## src/hw/rtl/hssp_pkg.sv

```systemverilog
// ----------------------------------------------------------------------------
// Half-step stepper positioner package
// Widths, opcodes, interface structs and the half-step coil table.
// ----------------------------------------------------------------------------
package hssp_pkg;

    localparam int MOTORS     = 3;
    localparam int REPORTED   = 3;
    localparam int POS_W      = 16;
    localparam int HOLD_W     = 15;
    localparam int COIL_W     = 4;
    localparam int IDX_W      = 2;

    localparam logic [HOLD_W-1:0] HOLD_RESET = 15'd1000;

    localparam logic OP_TICK     = 1'b0;
    localparam logic OP_SET_DEST = 1'b1;

    typedef struct packed {
        logic                    tick;
        logic                    dest_we;
        logic signed [POS_W-1:0] dest;
    } t_motor_ctrl;

    typedef struct packed {
        logic [COIL_W-1:0] coils;
        logic              at_target;
    } t_motor_status;

    // Half-step sequence: one coil, two coils, one coil, and so on.
    function automatic logic [COIL_W-1:0] half_step(input logic [2:0] phase);
        logic [COIL_W-1:0] pat;
        unique case (phase)
            3'd0:    pat = 4'h1;
            3'd1:    pat = 4'h3;
            3'd2:    pat = 4'h2;
            3'd3:    pat = 4'h6;
            3'd4:    pat = 4'h4;
            3'd5:    pat = 4'hC;
            3'd6:    pat = 4'h8;
            3'd7:    pat = 4'h9;
            default: pat = 4'h0;
        endcase
        return pat;
    endfunction

endpackage

```

## src/hw/rtl/hssp_motor.sv

```systemverilog
// ----------------------------------------------------------------------------
// Half-step stepper positioner: one motor
// Holds position, destination, idle count and coil drive of one motor and
// presents the coil drive and at-target flag that follow the current update.
// ----------------------------------------------------------------------------
module hssp_motor (
    input  logic                         i_clk,
    input  logic                         i_rst_n,
    input  hssp_pkg::t_motor_ctrl        i_ctrl,
    input  logic [hssp_pkg::HOLD_W-1:0]  i_hold_limit,
    output hssp_pkg::t_motor_status      o_status
);
    import hssp_pkg::*;

    localparam logic signed [POS_W-1:0] STEP = POS_W'(1);

    logic signed [POS_W-1:0] r_pos,  n_pos;
    logic signed [POS_W-1:0] r_dest, n_dest;
    logic [HOLD_W-1:0]       r_idle, n_idle;
    logic [COIL_W-1:0]       r_coils, n_coils;
    logic                    w_at;

    assign w_at = (r_pos == r_dest);

    always_comb begin
        n_pos   = r_pos;
        n_dest  = r_dest;
        n_idle  = r_idle;
        n_coils = r_coils;
        if (i_ctrl.dest_we) begin
            n_dest = i_ctrl.dest;
        end
        if (i_ctrl.tick) begin
            if (w_at) begin
                // Hold the last pattern until the idle count reaches the limit.
                if (r_idle >= i_hold_limit) begin
                    n_coils = '0;
                end else begin
                    n_idle = r_idle + 1'b1;
                end
            end else begin
                n_idle = '0;
                if (r_pos < r_dest) begin
                    n_pos = r_pos + STEP;
                end else begin
                    n_pos = r_pos - STEP;
                end
                n_coils = half_step(n_pos[2:0]);
            end
        end
    end

    always_ff @(posedge i_clk) begin
        if (!i_rst_n) begin
            r_pos   <= '0;
            r_dest  <= '0;
            r_idle  <= '0;
            r_coils <= '0;
        end else begin
            r_pos   <= n_pos;
            r_dest  <= n_dest;
            r_idle  <= n_idle;
            r_coils <= n_coils;
        end
    end

    assign o_status.coils     = n_coils;
    assign o_status.at_target = (n_pos == n_dest);

endmodule

```

## src/hw/rtl/half_step_stepper_positioner_core.sv

```systemverilog
// ----------------------------------------------------------------------------
// Half-step stepper positioner core
// Drives the coils of several four-coil stepper motors in half-step mode.
// ----------------------------------------------------------------------------
// Each transfer on the input channel is either a tick, which steps every motor
// not at its destination toward it, or a set-destination command for one motor.
// Every input transfer gives exactly one result: the coil pattern of motors 0
// to 2 and their at-target mask. An item waits in the input register and is
// applied to the motor state as the result register loads, so a result passes
// through the input register and then the result register. One item is taken
// per cycle while the result channel does not stall, and the input register
// also holds one item while a result waits to be taken.
// The hold limit is written through the configuration channel, which is always
// ready; write it only while no item is in flight.
module half_step_stepper_positioner_core (
    input  logic                             i_clk,
    input  logic                             i_rst_n,
    // configuration
    input  logic                             i_cfg_valid,
    output logic                             o_cfg_ready,
    input  logic [hssp_pkg::HOLD_W-1:0]      i_cfg_hold_limit,
    // input channel
    input  logic                             i_in_valid,
    output logic                             o_in_ready,
    input  logic                             i_op,
    input  logic [hssp_pkg::IDX_W-1:0]       i_motor_index,
    input  logic signed [hssp_pkg::POS_W-1:0] i_target_position,
    // result channel
    output logic                             o_out_valid,
    input  logic                             i_out_ready,
    output logic [hssp_pkg::COIL_W-1:0]      o_coils_motor0,
    output logic [hssp_pkg::COIL_W-1:0]      o_coils_motor1,
    output logic [hssp_pkg::COIL_W-1:0]      o_coils_motor2,
    output logic [hssp_pkg::REPORTED-1:0]    o_at_target_mask
);
    import hssp_pkg::*;

    logic [HOLD_W-1:0]       r_hold_limit;

    logic                    r_in_valid;
    logic                    r_op;
    logic [IDX_W-1:0]        r_motor_index;
    logic signed [POS_W-1:0] r_target;

    logic                    r_out_valid;
    logic [COIL_W-1:0]       r_coils [REPORTED];
    logic [REPORTED-1:0]     r_mask;

    logic                    w_adv;
    logic                    w_in_take;
    t_motor_ctrl             w_ctrl [MOTORS];
    t_motor_status           w_stat [MOTORS];
    logic [COIL_W-1:0]       w_coils [REPORTED];
    logic [REPORTED-1:0]     w_mask;

    assign o_cfg_ready = 1'b1;

    always_ff @(posedge i_clk) begin
        if (!i_rst_n) begin
            r_hold_limit <= HOLD_RESET;
        end else if (i_cfg_valid) begin
            r_hold_limit <= i_cfg_hold_limit;
        end
    end

    // The held item moves on whenever the result register is free or drains.
    assign w_adv      = r_in_valid && (!r_out_valid || i_out_ready);
    assign o_in_ready = !r_in_valid || w_adv;
    assign w_in_take  = i_in_valid && o_in_ready;

    always_ff @(posedge i_clk) begin
        if (!i_rst_n) begin
            r_in_valid <= 1'b0;
        end else if (w_in_take) begin
            r_in_valid <= 1'b1;
        end else if (w_adv) begin
            r_in_valid <= 1'b0;
        end
    end

    always_ff @(posedge i_clk) begin
        if (w_in_take) begin
            r_op          <= i_op;
            r_motor_index <= i_motor_index;
            r_target      <= i_target_position;
        end
    end

    for (genvar m = 0; m < MOTORS; m++) begin : g_motor
        assign w_ctrl[m].tick    = w_adv && (r_op == OP_TICK);
        assign w_ctrl[m].dest_we = w_adv && (r_op == OP_SET_DEST)
                                   && (32'(r_motor_index) == 32'(m));
        assign w_ctrl[m].dest    = r_target;

        hssp_motor u_motor (
            .i_clk        (i_clk),
            .i_rst_n      (i_rst_n),
            .i_ctrl       (w_ctrl[m]),
            .i_hold_limit (r_hold_limit),
            .o_status     (w_stat[m])
        );
    end

    // Motors that are not built report no coils and are never at target.
    for (genvar r = 0; r < REPORTED; r++) begin : g_report
        if (r < MOTORS) begin : g_present
            assign w_coils[r] = w_stat[r].coils;
            assign w_mask[r]  = w_stat[r].at_target;
        end else begin : g_absent
            assign w_coils[r] = '0;
            assign w_mask[r]  = 1'b0;
        end
    end

    always_ff @(posedge i_clk) begin
        if (!i_rst_n) begin
            r_out_valid <= 1'b0;
        end else if (w_adv) begin
            r_out_valid <= 1'b1;
        end else if (i_out_ready) begin
            r_out_valid <= 1'b0;
        end
    end

    always_ff @(posedge i_clk) begin
        if (w_adv) begin
            r_coils <= w_coils;
            r_mask  <= w_mask;
        end
    end

    assign o_out_valid      = r_out_valid;
    assign o_coils_motor0   = r_coils[0];
    assign o_coils_motor1   = r_coils[1];
    assign o_coils_motor2   = r_coils[2];
    assign o_at_target_mask = r_mask;

endmodule

```

## config.mk

```make
export PLATFORM = sky130hd
export DESIGN_NAME = half_step_stepper_positioner_core
export DESIGN_NICKNAME = d
export VERILOG_FILES = /design/src/hw/rtl/hssp_pkg.sv /design/src/hw/rtl/hssp_motor.sv /design/src/hw/rtl/half_step_stepper_positioner_core.sv
export SDC_FILE = /design/constraint.sdc
export NUM_CORES = 1
export LEC_CHECK = 0
export BUFFER_PORTS_ARGS = -buffer_cell sky130_fd_sc_hd__buf_4
export CORE_ASPECT_RATIO = 1.25
export CORE_UTILIZATION = 50
export DETAILED_ROUTE_END_ITERATION = 7
export PLACE_DENSITY = 0.79
export SLEW_MARGIN = 5
export SYNTH_ARGS = -nofsm -noshare
export SYNTH_HDL_FRONTEND = slang
export SYNTH_HIERARCHICAL = 1
export SYNTH_SLANG_ARGS = --single-unit
```

## constraint.sdc

```tcl
create_clock -name i_clk -period 4.2 [get_ports i_clk]
set_input_delay 0.84 -clock i_clk [delete_from_list [all_inputs] [get_ports i_clk]]
set_output_delay 0.84 -clock i_clk [all_outputs]
set_load 0.02 [all_outputs]
```

Yosys cells after proc, flatten, opt, wreduce, memory -nomap -nowiden

Memories as Yosys holds them, arrays and structs flattened.
Cells that the tools add are included.

Add/subtract/negate cells: 9
Order comparisons: 6
Equality and inequality tests: 11
Muxes and demuxes: 37
Bitwise operators: 1
Reductions and logical operators: 17

Operators by type and width:

| operator                                                               | count |
|---|---|
| 16-bit two-way mux                                                     | 18 |
| 16-bit equality test                                                   | 6 |
| 15-bit two-way mux                                                     | 6 |
| 16-bit by 2-bit adder with 16-bit output (second input constant)       | 3 |
| 16-bit < comparator                                                    | 3 |
| 16-bit by 2-bit subtractor with 16-bit output (second input constant)  | 3 |
| 15-bit by 1-bit adder with 15-bit output (second input constant)       | 3 |
| 15-bit >= comparator                                                   | 3 |
| 4-bit two-way mux                                                      | 9 |
| 1-bit logical AND                                                      | 7 |
| 2-bit inequality test (second input constant)                          | 3 |
| 2-bit AND reduction                                                    | 3 |
| 1-bit two-way mux                                                      | 4 |
| 2-bit nonzero test                                                     | 2 |
| 2-bit by 1-bit equality test with 1-bit output (second input constant) | 1 |
| 2-bit equality test (second input constant)                            | 1 |
| 1-bit logical NOT                                                      | 2 |
| 2-bit logical NOT                                                      | 1 |
| 1-bit logical OR                                                       | 2 |
| 1-bit NOT                                                              | 1 |

Flip-flop bits (word level): 204
Memory bits (read-only): 96
Bits of input ports: 39
Logic and storage cells: 106
Memories: 3

Memory list:

| name             | words | bits a word | read ports | clocked after Yosys merged registers in | write ports | RTL line       | source |
|---|---|---|---|---|---|---|---|
| (name not given) | 8     | 4           | 1          | 0                                       | 0           | hssp_pkg.sv:33 | `unique case (phase)` |
| (name not given) | 8     | 4           | 1          | 0                                       | 0           | hssp_pkg.sv:33 |  |
| (name not given) | 8     | 4           | 1          | 0                                       | 0           | hssp_pkg.sv:33 |  |

Logic depth before layout (Yosys ltp)

Depth in word-level cells: 8
Depth in mapped cells: 21

Cells and area by module

Netlist, hierarchy kept.

By module, submodules not included:

| module                              | instances | cells an instance | area each (um^2) |
|---|---|---|---|
| hssp_motor (g_motor[0].u_motor ...) | 2         | 444               | 3819.9 |
| hssp_motor (g_motor[2].u_motor)     | 1         | 472               | 3910.0 |
| half_step_stepper_positioner_core   | 1         | 100               | 1741.7 |

Worst setup path after synthesis

Ideal clock, no wire load.

Kind: register to register
Start: reg g_motor[0].u_motor.r_pos[5]
End: reg r_mask[0] (netlist: o_at_target_mask[0]), data pin
Setup time: 0.170 ns
Arrival time: 4.368 ns
Data required time: 4.030 ns
Slack: -0.338 ns
Stages on the path, launching flop included: 21
Cell sequence: dfxtp_1 > ha_1 > a211o_1 > o211ai_1 > a31oi_1 > or4_1 > buf_4 > mux2i_4 > buf_6 > xnor2_1 > ha_1 > nor4_1 > nor3b_1 > nand2b_1 > or3_1 > or2_0 > mux2i_1 > xor2_1 > xor2_1 > nand4_1 > nor4_2

Word-level cells in the longest chain between the ends: 7
Elaborated cells between the ends (all ways): 10

RTL lines:

| element                                                               | RTL line                                 | source |
|---|---|---|
| start, declared                                                       | hssp_motor.sv:17                         | `logic signed [POS_W-1:0] r_pos, n_pos;` |
| start signal, assigned                                                | hssp_motor.sv:60                         | `r_pos <= n_pos;` |
| 16-bit by 2-bit subtractor with 16-bit output (tied with other cells) | hssp_motor.sv:46                         | `n_pos = r_pos - STEP;` |
| 16-bit two-way mux                                                    | hssp_motor.sv:43                         | `if (r_pos < r_dest) begin` |
| 16-bit two-way mux                                                    | hssp_motor.sv:34                         | `if (w_at) begin` |
| 16-bit two-way mux                                                    | hssp_motor.sv:33                         | `if (i_ctrl.tick) begin` |
| 16-bit two-way mux                                                    | hssp_motor.sv:34                         |  |
| 16-bit two-way mux *                                                  | hssp_motor.sv:33                         |  |
| 16-bit equality test *                                                | hssp_motor.sv:68                         | `assign o_status.at_target = (n_pos == n_dest);` |
| net w_mask[0]                                                         | half_step_stepper_positioner_core.sv:54  | `logic [REPORTED-1:0] w_mask;` |
| end signal, assigned                                                  | half_step_stepper_positioner_core.sv:128 | `r_mask <= w_mask;` |
| end, declared                                                         | half_step_stepper_positioner_core.sv:47  | `logic [REPORTED-1:0] r_mask;` |

Mark *: on every way through the listed nets, which the timed path passes. The rest lies on a longest branch. The select of a mux whose other input is x is not followed.
A chain may end at the register's enable or synchronous reset.

Worst setup path in the final report

Start: reg g_motor[0].u_motor.r_dest[9]
End: reg r_mask[0] (netlist: o_at_target_mask[0]), data pin

Word-level cells in the longest chain between the ends: 7
Elaborated cells between the ends (all ways): 9

RTL lines:

| element                | RTL line                                | source |
|---|---|---|
| start, declared        | hssp_motor.sv:18                        | `logic signed [POS_W-1:0] r_dest, n_dest;` |
| start signal, assigned | hssp_motor.sv:61                        | `r_dest <= n_dest;` |
| 16-bit < comparator    | hssp_motor.sv:43                        |  |
| 16-bit two-way mux     | hssp_motor.sv:43                        |  |
| 16-bit two-way mux     | hssp_motor.sv:34                        |  |
| 16-bit two-way mux     | hssp_motor.sv:33                        |  |
| 16-bit two-way mux     | hssp_motor.sv:34                        |  |
| 16-bit two-way mux     | hssp_motor.sv:33                        |  |
| 16-bit equality test * | hssp_motor.sv:68                        |  |
| net w_mask[0]          | half_step_stepper_positioner_core.sv:54 |  |

Marks and branches as above.

==> out/metrics.cfg <==
[finish]
num_antenna_cells = 0
final_cell_mix = dfxtp_1 (161), buf_4 (151), inv_1 (116), nand2_1 (91), mux2i_1 (90)
final_cell_area_um2 = 15600
fin_nets = 1710
synthToLayoutAreaGrowth_pct = 17.1
drive_gt1_frac = 0.192
layout_commonest_cell = dfxtp_1
final_util = 0.596

[drt]
post-route-drc-count = 0
drtPass1Iterations = 5
drt_wl_total_um = 33400
met2_length_um = 16600
antenna_left = 0
vias = 11100
wl_met3_um = 1570
wl_met1_um = 13600
first_iter_violations = 635
viasPerCell = 5.74
post_drt_wl_per_cell_um = 17.3
highest_layer = met4

[power_and_ir_drop]
peakVddDrop_mv = 0.831
p_leak_nw = 6.69
p_per_area_nw_per_um2 = 913
p_total_mw = 14.2

[sta]
setup_ws_ns = -0.287
slew_headroom = 0.204
grt_setup_unrepaired = true
drv_slew = 0
setup_viol = 2
finalCritPeriodShare = 1.07
period_needed_ns = 4.49
fin_setup_tns_ns = -0.368
tightest_slew_ns = 1.19
fmax_mhz = 223
fin_skew_ns = 0.0212
hold_viol_final = 0

[synth]
ys_ff_latch = 204
synth_ff_type = dfxtp_1
syn_inst = 1460
synth-edff-count = 34
yosys_warnings = 6
synth.avg_cell_area_um2 = 9.10
synth_nets = 1601
synthTopCellsByArea = dfxtp_1 (26%), ha_1 (9.6%), edfxtp_1 (7.7%)
yosysSeqAreaShare = 0.333
async_reset_ff_frac = 0
synth_top_area_frac = 0.256
synth_cell_type_count = 88
yosys.area.top_type = dfxtp_1
syn-cell-area_um2 = 13300

[global_route]
antenna_found_initial = 0
grt_pass1_vias = 10900
gr-total-overflow = 0
track_usage = 0.246
grt_max_degree = 105
grt_pass1_wl_um = 53800

[outcome]
status = finished, violations left
violations = setup timing

[worst_setup_path]
cp-end-kind = flop
crit_fanout = 4
ff2ff_path_depth = 19
ff2ff_setup_slack_ns = -0.29
cp.arrival_ns = 4.80
path_common_cell = and3_1
slowest_stage = or4_4
required_ns = 4.52
crit_type = reg2reg
crit_chain = inv_1 > ha_4 > a21oi_2 > a211o_1 > a31oi_1 > or4_4 > mux2i_4 > xnor2_2 > ha_2 > and3_1 > and3_1 > and3_1 > nand2_1 > o22ai_1 > o21ai_1 > mux2i_1 > nor4_1 > nand4_1 > nor4_2
r2r_start = g_motor[0].u_motor/r_dest[9]
slowest_delay_ns = 0.57
path_buf_inv = 1
r2r-end = o_at_target_mask[0]
startpoint_type = flop
crit_family = simple AND/OR/NAND/NOR gates

[clock_tree]
cts_hold_buf = 0
cts_buffers = 23
cts_tree = built
clk_pin_slew_ns = 0.06
tritoncts_num_sinks = 204
clockBufferDepth = 3
clk_latency_ns = 0.52
root_buffer = clkbuf_16
h-tree-depth = 1

[die]
row_count = 66
die_w_um = 148
die_area_um2 = 27200
start_util = 0.509
fp.coreArea_um2 = 26100
die_y_um = 184
pin_count = 57

[placed_design]
placed_area_um2 = 14500
gp_congestion = 0.956
dp.final_hpwl_um = 24400
portBuffers = 55

[min_path]
hold_depth = 2
min_to = g_motor[0].u_motor/r_idle[14]
min_path_type = reg2reg
worstHoldStart = g_motor[0].u_motor/r_idle[14]

[flow_run]
cap_viol_max_count = 0

power breakdown:
part	internal, mW	switching, mW
Combinational	4.64	5.05
Sequential	2.31	0.192
Clock	1.20	0.813
synthesized netlist by cell type (all sizes together), types with 11 or more instances:
cell type and number:
nand2 95, and2 56, o21ai 45, and3 21, ha 102, o31ai 11, a21oi 59, nand2b 14
nor3 22, clkbuf 38, or4 27, nand3 40, inv 117, a21o 31, nor4 20, or3 24
xor2 36, nand4 38, buf 30, dfxtp 170, mux2i 92, edfxtp 34, nor2 67, xnor2 60
nor2b 68
state kept, by name, summed over array words and instances (netlist names):
| signal | flops |
|---|---|
| g_motor.u_motor/r_coils | 12 |
| r_hold_limit | 15 |
| r_target | 16 |
| g_motor.u_motor/r_idle | 45 |
| g_motor.u_motor/r_pos | 48 |
| o_coils_motor1 | 4 |
| o_coils_motor2 | 4 |
| o_out_valid | 1 |
| r_in_valid | 1 |
| r_motor_index | 2 |
| o_at_target_mask | 3 |
| o_coils_motor0 | 4 |
| g_motor.u_motor/r_dest | 48 |
| r_op | 1 |
routing by layer:
layer	vias to the layer above	track usage
li1	5393	-
met1	5215	0.286
met2	355	0.442
met3	100	0.0260
met4	0	0.133
met5	-	0
kinds of logic (layout without fill, tap and decap cells):
kind of cell,Yosys count,after routing,share of synthesized area
AOI/OAI and AO/OA,240,240,0.122
and+or+nand+nor,526,526,0.230
DFF,204,204,0.333
adders and majority gates,102,102,0.0960
buffers and inverters,185,311,0.0639
muxes,97,97,0.0754
other,1,1,0.000282
xor gates and xnor gates,105,105,0.0798
worst reg2reg max path, stage by stage, from the launching register on:
cell and delay [ns]:
dfxtp_1 0.32, inv_1 0.07, ha_4 0.23, a21oi_2 0.21
a211o_1 0.18, a31oi_1 0.06, or4_4 0.57, mux2i_4 0.19
xnor2_2 0.14, ha_2 0.25, and3_1 0.22, and3_1 0.19
and3_1 0.24, nand2_1 0.08, o22ai_1 0.16, o21ai_1 0.12
mux2i_1 0.16, nor4_1 0.39, nand4_1 0.22, nor4_2 0.28
worst max-delay path by stage:
stage / startpoint / to / slack (ns) / depth (start not counted)
2_1_floorplan: g_motor[0].u_motor/r_pos[5] / o_at_target_mask[0] / -0.12 / 20
3_3_place_gp: g_motor[1].u_motor/r_dest[9] / o_at_target_mask[1] / 0.00006 / 19
3_5_place_dp: g_motor[1].u_motor/r_dest[9] / o_at_target_mask[1] / -0.21 / 19
4_1_cts: g_motor[1].u_motor/r_dest[1] / o_at_target_mask[1] / -0.03 / 19
5_1_grt: g_motor[0].u_motor/r_pos[1] / o_at_target_mask[0] / -0.40 / 18
6_report: g_motor[0].u_motor/r_dest[9] / o_at_target_mask[0] / -0.29 / 19
what timing repair did:
item                       in CTS  in global routing
setup buffers                   2                  4
cloned                          0                  0
hold endpoints to repair        0                  0
pin swaps                       6                 14
setup endpoints to repair       2                  3
gates resized for setup        18                 26
stage by stage:
step	hold slack [ns]	std cells	setup WS [ns]
final	0.488	1926	-0.287
after global routing	0.477	1926	-0.402
after CTS	0.479	1922	-0.0260
after detailed placement	0.481	1878	-0.210
after global placement	0.455	1878	0.0000564
after floorplan	0.444	1460	-0.116
area by class of cell:
type,instances,area [um^2]
clock buffer,31,646
clock inverter,11,115
fill,2230,10500
inverter,117,439
multi-input combinational,1071,8350
sequential,204,4440
tap,340,425
timing repair buffer,152,1150
Power figures use the tool's default switching activity.
